`src/rtl/ssu_pkg.sv`:
```
// Package for the sorted set union block: payload types, sizes and codes.
// Used by every module of the block; depends on nothing.
package ssu_pkg;

	// Default number of distinct values the sorted store holds.
	localparam int SSU_CAPACITY = 32;

	// Default depth of the command queue between front and back.
	localparam int SSU_CMD_DEPTH = 4;

	// Element width.
	localparam int SSU_VALUE_W = 32;

	// Opcode values.
	localparam logic OP_ADD    = 1'b0;
	localparam logic OP_FINISH = 1'b1;

	// One input transaction.
	typedef struct packed {
		logic                          opcode;
		logic signed [SSU_VALUE_W-1:0] value;
	} ssu_in_t;

	// One result transaction.
	typedef struct packed {
		logic signed [SSU_VALUE_W-1:0] element;
		logic                          empty_set;
		logic                          overflowed;
		logic                          last_item;
	} ssu_out_t;

	// Command as classified by the front end.
	typedef struct packed {
		logic                          finish;
		logic signed [SSU_VALUE_W-1:0] value;
	} ssu_cmd_t;

	// Back-end sequencer states.
	typedef enum logic [1:0] {
		ST_RUN   = 2'b01,
		ST_DRAIN = 2'b10
	} ssu_state_t;

endpackage

```
`src/rtl/ssu_cmd_fifo.sv`:
```
// Front end of the sorted set union: classifies input transactions and
// queues them for the back end. Depends on ssu_pkg.
module ssu_cmd_fifo
	import ssu_pkg::*;
#(
	parameter int DEPTH = SSU_CMD_DEPTH
) (
	input  logic     clk,
	input  logic     arst_n,
	input  logic     push,
	input  ssu_in_t  cmd,
	output logic     full,
	output logic     cmd_valid,
	output ssu_cmd_t cmd_head,
	input  logic     cmd_pop
);

	localparam int PW = (DEPTH > 1) ? $clog2(DEPTH) : 1;
	localparam int CW = $clog2(DEPTH + 1);

	ssu_cmd_t        mem_q [DEPTH];
	logic [PW-1:0]   wr_ptr_q;
	logic [PW-1:0]   rd_ptr_q;
	logic [CW-1:0]   fill_q;
	logic            do_push;
	logic            do_pop;

	assign full      = (fill_q == CW'(DEPTH));
	assign cmd_valid = (fill_q != '0);
	assign do_push   = push && !full;
	assign do_pop    = cmd_pop && cmd_valid;
	assign cmd_head  = mem_q[rd_ptr_q];

	// Storage: classify the opcode on the way in.
	always_ff @(posedge clk) begin
		if (do_push) begin
			mem_q[wr_ptr_q].finish <= (cmd.opcode == OP_FINISH);
			mem_q[wr_ptr_q].value  <= cmd.value;
		end
	end

	// Pointers and fill level.
	always_ff @(posedge clk or negedge arst_n) begin
		if (!arst_n) begin
			wr_ptr_q <= '0;
			rd_ptr_q <= '0;
			fill_q   <= '0;
		end else begin
			if (do_push) begin
				wr_ptr_q <= (wr_ptr_q == PW'(DEPTH - 1)) ? '0 : wr_ptr_q + 1'b1;
			end
			if (do_pop) begin
				rd_ptr_q <= (rd_ptr_q == PW'(DEPTH - 1)) ? '0 : rd_ptr_q + 1'b1;
			end
			if (do_push && !do_pop) begin
				fill_q <= fill_q + 1'b1;
			end else if (do_pop && !do_push) begin
				fill_q <= fill_q - 1'b1;
			end
		end
	end

endmodule

```
`src/rtl/ssu_sort_core.sv`:
```
// Back end of the sorted set union: a chain of compare-and-shift cells that
// inserts one value per cycle while not draining and drains in ascending order. Depends on ssu_pkg.
module ssu_sort_core
	import ssu_pkg::*;
#(
	parameter int CAPACITY = SSU_CAPACITY
) (
	input  logic     clk,
	input  logic     arst_n,
	input  logic     cmd_valid,
	input  ssu_cmd_t cmd_head,
	output logic     cmd_pop,
	output logic     res_valid,
	output ssu_out_t res,
	input  logic     res_ready
);

	localparam int CW = $clog2(CAPACITY + 1);

	logic signed [SSU_VALUE_W-1:0] store_q [CAPACITY];
	logic [CW-1:0]                 count_q;
	logic                          overflow_q;
	ssu_state_t                    state_q;

	logic [CAPACITY-1:0] lt;
	logic [CAPACITY-1:0] eq;
	logic                dup;
	logic                store_full;
	logic                do_insert;
	logic                do_shift;
	logic                is_add;
	logic                res_take;

	// Every cell compares its entry with the incoming value in parallel.
	always_comb begin
		for (int i = 0; i < CAPACITY; i++) begin
			lt[i] = (CW'(i) < count_q) && (store_q[i] < cmd_head.value);
			eq[i] = (CW'(i) < count_q) && (store_q[i] == cmd_head.value);
		end
	end

	assign dup        = |eq;
	assign store_full = (count_q == CW'(CAPACITY));
	assign is_add     = (state_q == ST_RUN) && cmd_valid && !cmd_head.finish;
	assign do_insert  = is_add && !dup && !store_full;
	assign res_take   = res_valid && res_ready;
	assign do_shift   = (state_q == ST_DRAIN) && res_ready;

	// While running, a queued add is always taken; a finish waits only when it must emit
	// the empty-set result at once.
	always_comb begin
		cmd_pop = 1'b0;
		if (state_q == ST_RUN && cmd_valid) begin
			if (!cmd_head.finish || count_q != '0) begin
				cmd_pop = 1'b1;
			end else begin
				cmd_pop = res_ready;
			end
		end
	end

	// Result offered to the output register.
	always_comb begin
		res_valid      = 1'b0;
		res.element    = store_q[0];
		res.empty_set  = 1'b0;
		res.overflowed = overflow_q;
		res.last_item  = (count_q == CW'(1));
		case (state_q)
			ST_RUN: begin
				if (cmd_valid && cmd_head.finish && count_q == '0) begin
					res_valid     = 1'b1;
					res.element   = '0;
					res.empty_set = 1'b1;
					res.last_item = 1'b1;
				end
			end
			ST_DRAIN: begin
				res_valid = 1'b1;
			end
			default: begin
				res_valid = 1'b0;
			end
		endcase
	end

	// Cell 0: takes the new value unless it stays below it; shifts up from cell 1.
	always_ff @(posedge clk) begin
		if (do_insert && !lt[0]) begin
			store_q[0] <= cmd_head.value;
		end else if (do_shift) begin
			store_q[0] <= (CAPACITY > 1) ? store_q[(CAPACITY > 1) ? 1 : 0] : store_q[0];
		end
	end

	// Remaining cells: keep, take the new value, take the lower neighbor on insert, or the upper one on drain.
	for (genvar g = 1; g < CAPACITY; g++) begin : g_cell
		always_ff @(posedge clk) begin
			if (do_insert && !lt[g]) begin
				store_q[g] <= lt[g-1] ? cmd_head.value : store_q[g-1];
			end else if (do_shift && g < CAPACITY - 1) begin
				store_q[g] <= store_q[(g < CAPACITY - 1) ? g + 1 : g];
			end
		end
	end

	// Sequencer, fill count and overflow flag.
	always_ff @(posedge clk or negedge arst_n) begin
		if (!arst_n) begin
			state_q    <= ST_RUN;
			count_q    <= '0;
			overflow_q <= 1'b0;
		end else begin
			case (state_q)
				ST_RUN: begin
					if (do_insert) begin
						count_q <= count_q + 1'b1;
					end else if (is_add && !dup && store_full) begin
						overflow_q <= 1'b1;
					end else if (cmd_valid && cmd_head.finish) begin
						if (count_q != '0) begin
							state_q <= ST_DRAIN;
						end else if (res_ready) begin
							overflow_q <= 1'b0;
						end
					end
				end
				ST_DRAIN: begin
					if (res_ready) begin
						count_q <= count_q - 1'b1;
						if (count_q == CW'(1)) begin
							state_q    <= ST_RUN;
							overflow_q <= 1'b0;
						end
					end
				end
				default: begin
					state_q <= ST_RUN;
				end
			endcase
		end
	end

	// The fill count never passes the capacity.
	a_count_bound: assert property (@(posedge clk) disable iff (!arst_n)
		count_q <= CW'(CAPACITY))
		else $error("store count above capacity");

	// Draining only happens while entries remain.
	a_drain_nonempty: assert property (@(posedge clk) disable iff (!arst_n)
		(state_q == ST_DRAIN) |-> (count_q != '0))
		else $error("drain with empty store");

	// The last result of a run leaves the store empty and the flag clear.
	a_last_clears: assert property (@(posedge clk) disable iff (!arst_n)
		(res_take && res.last_item) |=>
			(state_q == ST_RUN && count_q == '0 && !overflow_q))
		else $error("store not cleared after last result");

endmodule

```
`src/rtl/sorted_set_union.sv`:
```
// Sorted set union: an add is inserted into the compare-and-shift cell chain.
// A finish emits N results, one per cycle while popped; the first passes the
// sequencer state, then the single output register (empty set: only the latter).
// Adds sustain one per cycle while not draining; the command queue decouples
// input from draining. Reset clears the queue, fill count, overflow flag and
// output valid flag; stored values stay undefined, never read before written.
module sorted_set_union
	import ssu_pkg::*;
#(
	parameter int CAPACITY  = SSU_CAPACITY,
	parameter int CMD_DEPTH = SSU_CMD_DEPTH
) (
	input  logic     clk,
	input  logic     arst_n,
	input  logic     push,
	output logic     full,
	input  ssu_in_t  cmd,
	output logic     empty,
	input  logic     pop,
	output ssu_out_t result
);

	logic     cmd_valid;
	ssu_cmd_t cmd_head;
	logic     cmd_pop;
	logic     res_valid;
	ssu_out_t res;
	logic     res_ready;
	logic     out_valid_q;
	ssu_out_t out_q;

	// Front end: command queue.
	ssu_cmd_fifo #(
		.DEPTH (CMD_DEPTH)
	) u_front (
		.clk       (clk),
		.arst_n    (arst_n),
		.push      (push),
		.cmd       (cmd),
		.full      (full),
		.cmd_valid (cmd_valid),
		.cmd_head  (cmd_head),
		.cmd_pop   (cmd_pop)
	);

	// Back end: sorted cell chain.
	ssu_sort_core #(
		.CAPACITY (CAPACITY)
	) u_back (
		.clk       (clk),
		.arst_n    (arst_n),
		.cmd_valid (cmd_valid),
		.cmd_head  (cmd_head),
		.cmd_pop   (cmd_pop),
		.res_valid (res_valid),
		.res       (res),
		.res_ready (res_ready)
	);

	// Output register: refilled in the same cycle its transaction is popped.
	assign res_ready = !out_valid_q || pop;
	assign empty     = !out_valid_q;
	assign result    = out_q;

	always_ff @(posedge clk or negedge arst_n) begin
		if (!arst_n) begin
			out_valid_q <= 1'b0;
		end else if (res_ready) begin
			out_valid_q <= res_valid;
		end
	end

	always_ff @(posedge clk) begin
		if (res_ready && res_valid) begin
			out_q <= res;
		end
	end

endmodule
```
`config.mk`:
```
export PLATFORM = sky130hd
export DESIGN_NAME = sorted_set_union
export DESIGN_NICKNAME = d
export VERILOG_FILES = /design/src/rtl/ssu_pkg.sv /design/src/rtl/ssu_cmd_fifo.sv /design/src/rtl/ssu_sort_core.sv /design/src/rtl/sorted_set_union.sv
export SDC_FILE = /design/constraint.sdc
export NUM_CORES = 2
export LEC_CHECK = 0
export BUFFER_PORTS_ARGS = -buffer_cell sky130_fd_sc_hd__buf_2
export CAP_MARGIN = 0
export CORE_UTILIZATION = 30
export CTS_CLUSTER_DIAMETER = 60
export DETAILED_ROUTE_END_ITERATION = 16
export GPL_ROUTABILITY_DRIVEN = 0
export SYNTH_ARGS = -nofsm -noshare
export SYNTH_HDL_FRONTEND = slang
export SYNTH_SLANG_ARGS = --single-unit
```
`constraint.sdc`:
```
create_clock -name clk -period 9.3 [get_ports clk]
set_clock_uncertainty 0.1 [all_clocks]
set_input_delay 1.86 -clock clk [delete_from_list [all_inputs] [get_ports clk]]
set_output_delay 1.86 -clock clk [all_outputs]
set_load 0.01 [all_outputs]
```
* Word-level counts from Yosys, hierarchy flattened
Memories as Yosys holds them, arrays and structs flattened.
Index checks and enable logic that the tools add are counted.
** Operators by class
- $add $sub $neg :: 6
- $lt $le $gt $ge :: 64
- Equal/unequal tests :: 49
- Muxes and demuxes :: 221
- Bitwise logic cells :: 31
- Reductions and logical operators :: 159
** Operators by type and width (count)
- 2-to-1 mux 32 bit :: 62
- equality test 32 bit :: 32
- < comparator 32 bit :: 32
- 2-to-1 mux 1 bit :: 141
- logical AND 1 bit :: 109
- < comparator 5 x 6 -> 1 bit (first input constant) :: 16
- 2-to-1 mux 33 bit :: 2
- < comparator 4 x 6 -> 1 bit (first input constant) :: 8
- logical NOT 1 bit :: 39
- OR reduction 32 bit :: 1
- bitwise OR 1 bit :: 31
- < comparator 3 x 6 -> 1 bit (first input constant) :: 4
- 2-to-1 mux 2 bit :: 8
- < comparator 1 x 6 -> 1 bit (first input constant) :: 2
- < comparator 2 x 6 -> 1 bit (first input constant) :: 2
- 2-to-1 mux 6 bit :: 2
- case mux 6 bit (2 select lines) :: 1
- != test 2 bit (second input constant) :: 5
- AND reduction 7 bit :: 1
- adder 6 x 1 -> 6 bit (second input constant) :: 1
- equality test 2 bit (second input constant) :: 3
- equality test 6 x 1 -> 1 bit (second input constant) :: 1
- equality test 6 bit (second input constant) :: 1
- logical NOT 6 bit :: 1
- other kinds (18) :: 25
** Word-level totals
- Flip-flop bits (word level) :: 52
- RAM bits :: 1156
- Input port bits :: 37
- Word-level logic and storage cells :: 543
- Memories :: 2
** Memories
- u_back.store_q :: words 32, width 32, read ports 32, clocked after Yosys merged registers in 0, wr ports 32, RTL line ssu_sort_core.sv:20 : logic signed [SSU_VALUE_W-1:0] store_q [CAPACITY];
- u_front.mem_q :: words 4, width 33, read ports 1, clocked after Yosys merged registers in 0, wr ports 1, RTL line ssu_cmd_fifo.sv:21 : ssu_cmd_t mem_q [DEPTH];

* Logic depth before layout (Yosys ltp)
An unclocked memory read counts as a cell.
- Depth after elaboration :: 11
- Mapped depth :: 20
- Depth with buffers taken out :: 12

* Cells and area by module
From an unflattened synthesis, not the netlist that was laid out.
** Unflattened totals
- Cell total of the unflattened synthesis :: 7062
- Area total of the unflattened synthesis :: 85863.6 um^2
** Modules (own cells, without submodules)
- ssu_sort_core :: times used 1, cells an instance 6812, area an instance 79482.5 um^2, sequential area each 30976.0 um^2
- ssu_cmd_fifo :: times used 1, cells an instance 210, area an instance 5272.6 um^2, sequential area each 4139.0 um^2
- sorted_set_union :: times used 1, cells an instance 40, area an instance 1108.6 um^2, sequential area each 1076.0 um^2

* Worst setup path before layout
No wires, ideal clock.
- Path type :: reg-to-reg
- From :: reg u_front.rd_ptr_q[0]
- To :: mem u_back.store_q[5][0] (netlist: u_back.store_q[0][160]) (enable)
- Library setup time :: 0.466 ns
- Arrival time :: 7.261 ns
- Data required time :: 8.734 ns
- Path slack :: 1.473 ns
- Stages on the path, launching flop included :: 15
- Path buffers :: 4
- Period minus slack after synthesis :: 7.827 ns
- Cell sequence :: dfrtp_1 -> buf_6 -> buf_1 -> mux4_2 -> inv_1 -> buf_1 -> ha_1 -> nor2b_1 -> o211ai_1 -> a21oi_1 -> o311a_1 -> a2111oi_0 -> mux2_2 -> clkbuf_1 -> o21ai_0
** RTL lines
- start: declaration :: RTL line ssu_cmd_fifo.sv:23 : logic [PW-1:0] rd_ptr_q;
- start signal: assignment :: RTL line ssu_cmd_fifo.sv:53 : rd_ptr_q <= (rd_ptr_q == PW'(DEPTH - 1)) ? '0 : rd_ptr_q + 1'b1;
- end: declaration :: RTL line ssu_sort_core.sv:20

==> results.toml <==
[floorplan]
die_area_um2 = 276000
initial_core_util = 0.302
die-height_um = 525
die_x_um = 525
count_of_boundary_i_o_pins = 74
number_of_rows_created_at_floorplan = 191
core_region_area_um2 = 271000

[critical_path]
critical_path.endpoint_type = "register"
cp_slowest_stage_delay_ns = 1.03
setup.worst_path.class = "register to register"
critical_path.most_common_cell = "buf_4"
critPathBufInv = 3
worstPathCellList = "mux4_2 -> inv_2 -> buf_4 -> ha_1 -> and4_1 -> nor4bb_1 -> nand3b_1 -> o2111ai_1 -> nor4_2 -> and3_2 -> buf_4 -> a21o_2 -> nor2_1 -> a21oi_1"
worst-endpoint-arrival_ns = 8.48
start_kind = "register"
crit_fanout = 64
largest_delay_share_family_worst_path = "simple AND/OR/NAND/NOR gates"
cp.required_ns = 9.86
critical_path.slowest_cell = "mux4_2"

[detailed_routing]
first_iter_violations = 8108
antenna_left = 0
drc_errors = 0
detail_route.first_pass.iterations = 7
drt-wirelength-per-cell_um = 25.3
drt-total-wl_mm = 294
via_per_inst = 5.77
routed-via-count = 67200

[global_route]
grt_overflow = 0
track_usage = 0.205
wire_length_of_the_first_global_routing_pass_mm = 429
first_global_vias = 64200
antenna_violations_before_repair = 25
grt_max_degree = 66

[place]
port-buffer-count = 73
post-dp-hpwl_mm = 214

[clock_tree]
cell_at_the_root_of_the_clock_tree = "clkbuf_16"
cts_setup_buffers = 0
htree_num_levels = 4
clockBufferDepth = 3
cts-hold-fix-buffers = 0
tritoncts.num_buffers = 153
worst_setup_hold_path_clk_slew_ns = 0.06
clock_insertion_delay_worst_skew_ns = 0.84
cts.sinks = 1208
post_cts_resize_count = 0
tritoncts = "done"

[yosys]
synth_sequential_area_ratio = 0.441
synth_top_area_cells = "edfxtp_1, ha_1, a21oi_1"
yosysTopAreaCell = "edfxtp_1"
synth_top_area_frac = 0.436
number_of_enable_flip_flop_cells_after_synthesis = 1191
syn-instance-count = 7951
synth.yosys.warnings = 0
avgSynthCellArea_um2 = 10.3
netlist_area_before_placement_um2 = 82100
ys_seq_elements = 1208
synthFlopType = "edfxtp_1"
postSynth.asyncResetShare = 0.0141
number_of_distinct_library_cell_variants_in_the_gate_level_netlist_after_synthesis = 86
total_nets_after_synthesis = 9025

[layout]
area_delta_synth_final_pct = 12.2
final_nets = 9026
final_cell_mix = "edfxtp_1, a21oi_1, ha_1"
final_layout_size_suffix_gt1_frac = 0.116
layout_commonest_cell = "edfxtp_1"

[sta]
finalMaxSlewViolations = 0
finalSetupViolCount = 0
fin_tns_setup_ns = 0
finalCritPeriodShare = 0.852
fmax_mhz = 126
final.min_clock_period_ns = 7.92
hold_viol_final = 0
rsz_0062_raised_after_global_routing = "false"
worst_pin_slew_ns = 1.18
headroom_to_the_max_slew_limit = 0.214

[status]
status = "completed"

[worst_hold_path]
hp-class = "register to register"

[flow_run]
max_cap_viol_count = 0
## kinds of logic (layout without fill, tap and decap cells)
| group | count (synthesis) | in the layout | synth area share |
|---|---|---|---|
| compound gates | 2212 | 2212 | 0.154 |
| xor+xnor | 9 | 9 | 0.000960 |
| fa+ha+maj | 1037 | 1037 | 0.158 |
| buf+inv | 552 | 672 | 0.0295 |
| flops | 1208 | 1208 | 0.441 |
| mux | 711 | 711 | 0.0962 |
| other cells | 0 | 6 | 0 |
| simple gates | 2222 | 2222 | 0.120 |
## routing by layer
layer  wire (um)  GRT usage  vias up
li1            -          -    30100
met1      125000      0.281    32800
met2      126000      0.311     3647
met3       28800     0.0402      755
met4       14500     0.0950       28
met5         185          0        -
## worst reg2reg max path, stage by stage, from the launching register on
cell	delay, ns
dfrtp_2	0.94
mux4_2	1.06
inv_2	0.47
buf_4	0.49
ha_1	0.42
and4_1	0.23
nor4bb_1	0.19
nand3b_1	0.40
o2111ai_1	0.50
nor4_2	0.50
and3_2	0.83
buf_4	0.38
a21o_2	0.89
nor2_1	0.21
a21oi_1	0.17
## per-stage QoR
stage / setup WS (ns) / instance area, um^2 / utilization / instances / hold slack (ns)
6_report: 1.38 / 92100 / 0.339 / 11600 / 0.391
5_1_grt: 1.12 / 92100 / 0.339 / 11600 / 0.387
4_1_cts: 1.49 / 92100 / 0.339 / 11600 / 0.375
3_5_place_dp: 1.51 / 87200 / 0.321 / 11400 / 0.374
3_3_place_gp: 1.57 / 87200 / 0.321 / 11400 / 0.350
2_1_floorplan: 1.47 / 82100 / - / 7951 / 0.335
## final cells by class
type	instances	area, um^2
multi-input combinational	6191	43900
clock buffer	201	4180
fill	27200	179000
antenna	6	15.0
sequential	1208	36200
inverter	102	383
tap	3570	4470
clock inverter	73	642
timing repair buffer	296	2290
## path summary, 6_finish.rpt
check	start	to	slack [ns]	cells past startpoint
worst max-delay path	u_front.rd_ptr_q[0]	u_back.store_q[0][356]	1.38	14
worst min-delay path	u_back.overflow_q	result[1]	0.39	0
worst max register to register	u_front.rd_ptr_q[0]	u_back.store_q[0][356]	1.38	14
worst min register to register	u_back.overflow_q	result[1]	0.39	0
max in group asynchronous	arst_n	u_front.rd_ptr_q[0]	7.69	1
min in group asynchronous	arst_n	u_back.count_q[5]	0.92	1
## sequential cells by signal, indices dropped and copies added (netlist names)
| register | flops |
|---|---|
| out_valid_q | 1 |
| result | 35 |
| u_back.count_q | 6 |
| u_back.overflow_q | 1 |
| u_back.state_q | 2 |
| u_back.store_q | 1024 |
| u_front.fill_q | 3 |
| u_front.mem_q | 132 |
| u_front.rd_ptr_q | 2 |
| u_front.wr_ptr_q | 2 |
## synthesized netlist by cell type (35+ instances only)
cell type     n
ha_1       1036
a21oi_1    1157
nand3_1      47
nor2_1     1035
mux2_2      260
clkbuf_1    297
a31oi_1      80
inv_1       101
and2_1       38
nand4_1     240
mux2i_1     387
o21ai_0     473
a211oi_1     35
buf_2        86
a21o_1      258
edfxtp_1   1191
nand2_1     612
o211ai_1     40
nor2b_1      72
Power is not shown: default switching activity piles up to over one toggle a cycle in this logic, so the estimate is an artifact.
